## src/rtl/core/dts_pkg.sv

```systemverilog
`timescale 1ns / 1ps
// ----------------------------------------------------------------------------
// dts_pkg
// Shared types and constants for the topological scheduler.
// ----------------------------------------------------------------------------
package dts_pkg;

  // Result time field width and its saturation value
  localparam int unsigned TIME_W   = 22;
  localparam logic [TIME_W-1:0] TIME_MAX = '1;

  // Visit marks
  localparam logic [1:0] MARK_FREE = 2'd0;
  localparam logic [1:0] MARK_OPEN = 2'd1;
  localparam logic [1:0] MARK_DONE = 2'd2;

  // Configuration register indexes
  localparam logic [0:0] REG_NODE_COUNT = 1'b0;

  typedef enum logic [1:0] {
    CMD_ADD_EDGE   = 2'd0,
    CMD_SET_WEIGHT = 2'd1,
    CMD_RUN        = 2'd2,
    CMD_CLEAR      = 2'd3
  } cmd_e;

  typedef enum logic [4:0] {
    S_IDLE, S_ADD_RD, S_ADD_WR, S_ADD_LINK, S_CLR, S_START_RD, S_START_CHK,
    S_PUSH_RD, S_PUSH_WR, S_TOP_RD, S_TOP_V, S_SCAN, S_EDGE, S_MARK,
    S_EMIT_RD, S_EMIT_W, S_EMIT_OUT
  } state_e;

  // Controller to datapath
  typedef struct packed {
    logic in_ready;
    logic load_in;
    logic wgt_wr;
    logic clear_graph;
    logic add_wr;
    logic add_link;
    logic err_ovf;
    logic err_cycle;
    logic run_init;
    logic clr_step;
    logic start_next;
    logic p_from_start;
    logic p_from_to;
    logic push_wr;
    logic v_load;
    logic finish;
    logic edge_step;
    logic mark_rd_to;
    logic emit_init;
    logic node_load;
    logic emit_load;
  } ctrl_t;

  // Datapath to controller
  typedef struct packed {
    logic add_ok;
    logic edges_full;
    logic run_empty;
    logic had_head;
    logic clr_last;
    logic start_done;
    logic start_seen;
    logic depth_zero;
    logic depth_full;
    logic scan_ok;
    logic target_out;
    logic mark_open;
    logic mark_free;
    logic emit_done;
    logic out_busy;
  } stat_t;

endpackage

```

## src/rtl/core/dts_ctrl.sv

```systemverilog
`timescale 1ns / 1ps
// ----------------------------------------------------------------------------
// dts_ctrl
// Sequencer for loading, the depth-first walk and result emission.
// ----------------------------------------------------------------------------
module dts_ctrl import dts_pkg::*; (
  input  logic  clk_i,
  input  logic  rst_ni,
  input  logic  in_valid_i,
  input  cmd_e  in_command_i,
  input  stat_t stat_i,
  output ctrl_t ctrl_o
);

  state_e state_q, state_d;
  logic   take;

  assign take = (state_q == S_IDLE) && !stat_i.out_busy && in_valid_i;

  always_ff @(posedge clk_i or negedge rst_ni) begin
    if (!rst_ni) begin
      state_q <= S_IDLE;
    end else begin
      state_q <= state_d;
    end
  end

  // Next state
  always_comb begin
    state_d = state_q;
    unique case (state_q)
      S_IDLE: begin
        if (take) begin
          unique case (in_command_i)
            CMD_ADD_EDGE: begin
              if (stat_i.add_ok && !stat_i.edges_full) state_d = S_ADD_RD;
            end
            CMD_RUN: begin
              if (!stat_i.run_empty) state_d = S_CLR;
            end
            CMD_SET_WEIGHT, CMD_CLEAR: state_d = S_IDLE;
          endcase
        end
      end
      S_ADD_RD:    state_d = S_ADD_WR;
      S_ADD_WR:    state_d = stat_i.had_head ? S_ADD_LINK : S_IDLE;
      S_ADD_LINK:  state_d = S_IDLE;
      S_CLR:       if (stat_i.clr_last) state_d = S_START_RD;
      S_START_RD:  state_d = stat_i.start_done ? S_EMIT_RD : S_START_CHK;
      S_START_CHK: state_d = stat_i.start_seen ? S_START_RD : S_PUSH_RD;
      S_PUSH_RD:   state_d = S_PUSH_WR;
      S_PUSH_WR:   state_d = S_TOP_RD;
      S_TOP_RD:    state_d = stat_i.depth_zero ? S_START_RD : S_TOP_V;
      S_TOP_V:     state_d = S_SCAN;
      S_SCAN:      state_d = stat_i.scan_ok ? S_EDGE : S_TOP_RD;
      S_EDGE:      state_d = stat_i.target_out ? S_TOP_RD : S_MARK;
      S_MARK: begin
        priority if (stat_i.mark_open) state_d = S_IDLE;
        else if (stat_i.mark_free && !stat_i.depth_full) state_d = S_PUSH_RD;
        else state_d = S_TOP_RD;
      end
      S_EMIT_RD:   state_d = stat_i.emit_done ? S_IDLE : S_EMIT_W;
      S_EMIT_W:    state_d = S_EMIT_OUT;
      S_EMIT_OUT:  if (!stat_i.out_busy) state_d = S_EMIT_RD;
      default:     state_d = S_IDLE;
    endcase
  end

  // Commands
  always_comb begin
    ctrl_o = '0;
    unique case (state_q)
      S_IDLE: begin
        ctrl_o.in_ready = !stat_i.out_busy;
        if (take) begin
          ctrl_o.load_in = 1'b1;
          unique case (in_command_i)
            CMD_ADD_EDGE:   ctrl_o.err_ovf = stat_i.add_ok && stat_i.edges_full;
            CMD_SET_WEIGHT: ctrl_o.wgt_wr = 1'b1;
            CMD_RUN:        ctrl_o.run_init = !stat_i.run_empty;
            CMD_CLEAR:      ctrl_o.clear_graph = 1'b1;
          endcase
        end
      end
      S_ADD_WR:    ctrl_o.add_wr = 1'b1;
      S_ADD_LINK:  ctrl_o.add_link = 1'b1;
      S_CLR:       ctrl_o.clr_step = 1'b1;
      S_START_RD:  ctrl_o.emit_init = stat_i.start_done;
      S_START_CHK: begin
        ctrl_o.start_next   = stat_i.start_seen;
        ctrl_o.p_from_start = !stat_i.start_seen;
      end
      S_PUSH_WR:   ctrl_o.push_wr = 1'b1;
      S_TOP_RD:    ctrl_o.start_next = stat_i.depth_zero;
      S_TOP_V:     ctrl_o.v_load = 1'b1;
      S_SCAN:      ctrl_o.finish = !stat_i.scan_ok;
      S_EDGE: begin
        ctrl_o.edge_step  = 1'b1;
        ctrl_o.mark_rd_to = 1'b1;
      end
      S_MARK: begin
        ctrl_o.err_cycle = stat_i.mark_open;
        ctrl_o.p_from_to = !stat_i.mark_open && stat_i.mark_free && !stat_i.depth_full;
      end
      S_EMIT_W:    ctrl_o.node_load = 1'b1;
      S_EMIT_OUT:  ctrl_o.emit_load = !stat_i.out_busy;
      default:     ctrl_o = '0;
    endcase
  end

endmodule

```

## config.mk

```make
export PLATFORM = sky130hd
export DESIGN_NAME = dts_ctrl
export DESIGN_NICKNAME = d
export VERILOG_FILES = /design/src/rtl/core/dts_pkg.sv /design/src/rtl/core/dts_ctrl.sv
export SDC_FILE = /design/constraint.sdc
export NUM_CORES = 1
export LEC_CHECK = 0
export ABC_AREA = 1
export BUFFER_PORTS_ARGS = -buffer_cell sky130_fd_sc_hd__buf_2
export CAP_MARGIN = 20
export CORE_MARGIN = 1.5
export CORE_UTILIZATION = 38
export DETAILED_ROUTE_END_ITERATION = 10
export GPL_TIMING_DRIVEN = 0
export MAX_ROUTING_LAYER = met4
export PLACE_DENSITY = 0.75
export SLEW_MARGIN = 20
export SYNTH_ARGS = -nofsm -noshare
export SYNTH_HDL_FRONTEND = slang
export SYNTH_SLANG_ARGS = --single-unit
```

## constraint.sdc

```tcl
create_clock -name clk_i -period 1.36 [get_ports clk_i]
set_input_delay 0.136 -clock clk_i [delete_from_list [all_inputs] [get_ports clk_i]]
set_output_delay 0.136 -clock clk_i [all_outputs]
set_load 0.02 [all_outputs]
```

==> run metrics <==
min-delay worst type=in -> reg; final core utilization=between 80% and 90%; layout cell share with drive strength beyond 1=a little over three fifths; Rel. slew slack=approximately 85%; Skew-Pair Late Insertion Delay=0.26 ns; Core Rows=15; Regs by FF count=state_q x5; failing checks=setup timing; DR WL/cell=around 16 µm; # IOs=41; Crit-path slowest cell=dfrtp_2; Reg2Reg Depth=11; vias in the first global route=about 1000; Max VDD drop=1540 µV; leakage=about 0.8 nW; R2R setup slack=-0.31 ns; RSZ-0062 raised after global routing=true; drt drc=0; Worst-path clk slew=about 0.050 ns; Post-synth ARST share=100%; Clock Tree Root=clkbuf_4; Worst Hold End=state_q[2]; MaxCap Viol Count=0; largest reg by FF count=state_q; die area=approximately 2100 µm²; Worst R2R End=state_q[2]; Initial Utilization=40.4%; CTS tree=built; flops & latches, synth=5; Worst-Margin Slew=0.226 ns; Ant. Diodes=0; FF-to-FF Start=state_q[3]; Vias=1238; Filler cells=79; drt via density=roughly 5.6; initial antenna violation count=0; gr busiest metal=met2; hold_ws=0.197 ns; DIE HEIGHT=45.6 µm; Post-synth EDFFs=0; CP required=1.22 ns; Syn Area/Cell=approximately 5.5 µm²; cell taking the most area after synthesis=dfrtp_1; Commonest cells post-synth=29 x nor2_1, 24 x nand2_1, 23 x inv_1; CP Capture Type=primary output; crit share post-route=132%; mapped cell area=a little under 700 µm²; M3 GR Usage=about 4.4%; DRT antenna net count=0; count of different cell masters after synthesis=20; CTS H-tree lvls=1; total track usage=just under 30%; final setup vio count=25; CP Max Fanout=5; CP bufs+invs=2; non-filler instance count after layout=223; pwr dens=around 1400 nW/µm²; PortBufs=40; CP cell instances=nor2_4 > nand2_4 > nor2_8 > buf_4 > nand2_2 > nor3_4 > buf_6; Final Max Slew Viols=0; placed cells=190; Layout Skew=roughly 0.0062 ns; Layout Nets=219; core area=between 1500 and 2000 µm²; CP peak stage delay=0.43 ns; setup_tns=-6.03 ns; grt ovf=0; hpwl dp=approximately 1700 µm; Yosys warnings=0; CTS Sinks=5; Synth area leaders=dfrtp_1 18%, nor2_1 16%, nand2_1 13%, inv_1 13%, nand3_1 10%; routability congestion estimate=0.885; Die Wd=roughly 46 µm; final setup margin=-0.436 ns; Hold Path Depth=4; pin count of the biggest net entering global routing=7; main flop type after synthesis=dfrtp_1; CTS buffer count=3; top-count cell post-synth=nor2_1; hold_sp=stat_i[10]; met1 GRT Util=a little under a third; Max Freq=about 560 MHz; CP Launch Type=register; Layout area overhead=122%; critical setup path kind=reg -> out; Final Hold Vio Count=0; outcome=finished, violations left; arrival time worst endpoint=roughly 1.7 ns; top-area cell type share of the netlist area=a little under a fifth; number of flip-flops in the largest register=5; deepest clock path buffer count=2; Post-Syn Nets=~150; cells after synthesis=125; Seq/Total Area, Yosys=18.1%; drt first pass iters=4; WL final=3540 µm; min Tclk post-route=about 1.8 ns; first-pass GRT wire length=4230 µm; met2 Use GR=between 50% and 60%; Initial DRC Count=65; CP delay by family, top=simple AND/OR/NAND/NOR gates
-- routing by layer --
layer	part of all wire (%)	vias up
li1	-	544
met1	35	585
met2	54	83
met3	6.6	26
met4	4.4	0
met5	0	-
-- worst min-delay path, delay by kind of cell --
family	cells	cell delay [ns]
and+or+nand+nor	2	0.17
buffers and inverters	2	0.12
-- through the flow --
step | worst slack (ns) | total power, mW | area [µm²]
after floorplan | -0.100 | 0.934 | 761
after global placement | -0.240 | 1.11 | 992
after detailed placement | -0.266 | 1.13 | 992
after CTS | -0.390 | 1.63 | 1300
after global routing | -0.481 | 2.24 | 1530
final | -0.436 | 2.14 | 1530
-- worst max path at each step --
stage                    start         end  slack (ns)  cells after the start
finish              state_q[3]  ctrl_o[14]       -0.44                      7
floorplan           state_q[0]  ctrl_o[18]       -0.10                      5
detailed placement  state_q[0]  ctrl_o[17]       -0.27                      6
CTS                 state_q[2]  ctrl_o[17]       -0.39                      6
global route        state_q[3]  ctrl_o[14]       -0.48                      7
global placement    state_q[0]  ctrl_o[17]       -0.24                      6
-- cell families (layout without fill, tap and decap cells) --
kind of cell	Yosys count	after routing	share of synthesized area, %
flip-flops	5	5	18.1
buffers and inverters	26	99	14.7
AND/OR/NAND/NOR	88	88	62.5
AO/OA/AOI/OAI	6	6	4.71
-- power by group --
part	total [mW]	switching (mW)	internal, mW	leakage (nW)
clock	0.192	0.0839	0.108	0.0177
combinational	1.72	0.989	0.734	0.718
sequential	0.220	0.0346	0.186	0.0625
total	2.14	1.11	1.03	0.798
-- repair_timing --
action                                  CTS  global route
endpoints found under the setup margin   25            25
buffers inserted                         17            12
resized for setup                        47            44
hold endpoints to repair                  5             0
hold buffers                              1             0
pin swaps                                10            14
-- cell type report --
cell class / instances / area (µm²) / share of cell area (%)
buffer: 1 / 11.3 / 0.736
sequential: 5 / 130 / 8.50
inverter: 25 / 104 / 6.79
tap: 25 / 31.3 / 2.04
timing repair buffer: 69 / 541 / 35.3
multi-input combinational: 94 / 686 / 44.8
clock inverter: 1 / 5.00 / 0.327
clock buffer: 3 / 22.5 / 1.47
-- cell usage in the layout, fill, tap and decap left out --
| master | netlist | final |
|---|---|---|
| dlygate4sd3_1 | 0 | 1 |
| buf_4 | 1 | 31 |
| inv_2 | 2 | 4 |
| nand3_1 | 14 | 10 |
| nor2_1 | 29 | 17 |
| clkinv_2 | 0 | 1 |
| nand2_2 | 1 | 6 |
| dfrtp_2 | 0 | 4 |
| nand2_4 | 1 | 5 |
| nor2_8 | 1 | 1 |
| nand4_1 | 4 | 4 |
| inv_4 | 0 | 4 |
| nand3_4 | 1 | 2 |
| buf_6 | 0 | 19 |
| buf_2 | 0 | 19 |
| nand2_1 | 24 | 15 |
| nor3_1 | 5 | 2 |
| nand3b_1 | 1 | 1 |
| nor2_2 | 4 | 5 |
| nor3_2 | 0 | 1 |
| o21ai_0 | 4 | 4 |
| nor3_4 | 0 | 2 |
| dfrtp_1 | 5 | 1 |
| nand3_2 | 0 | 3 |
| nor4_4 | 0 | 2 |
| inv_1 | 23 | 17 |
| nand4_4 | 0 | 1 |
| o211ai_1 | 1 | 1 |
| clkbuf_4 | 0 | 3 |
| a21oi_1 | 1 | 1 |
| nor2_4 | 0 | 11 |
Power figures use the tool's default switching activity.
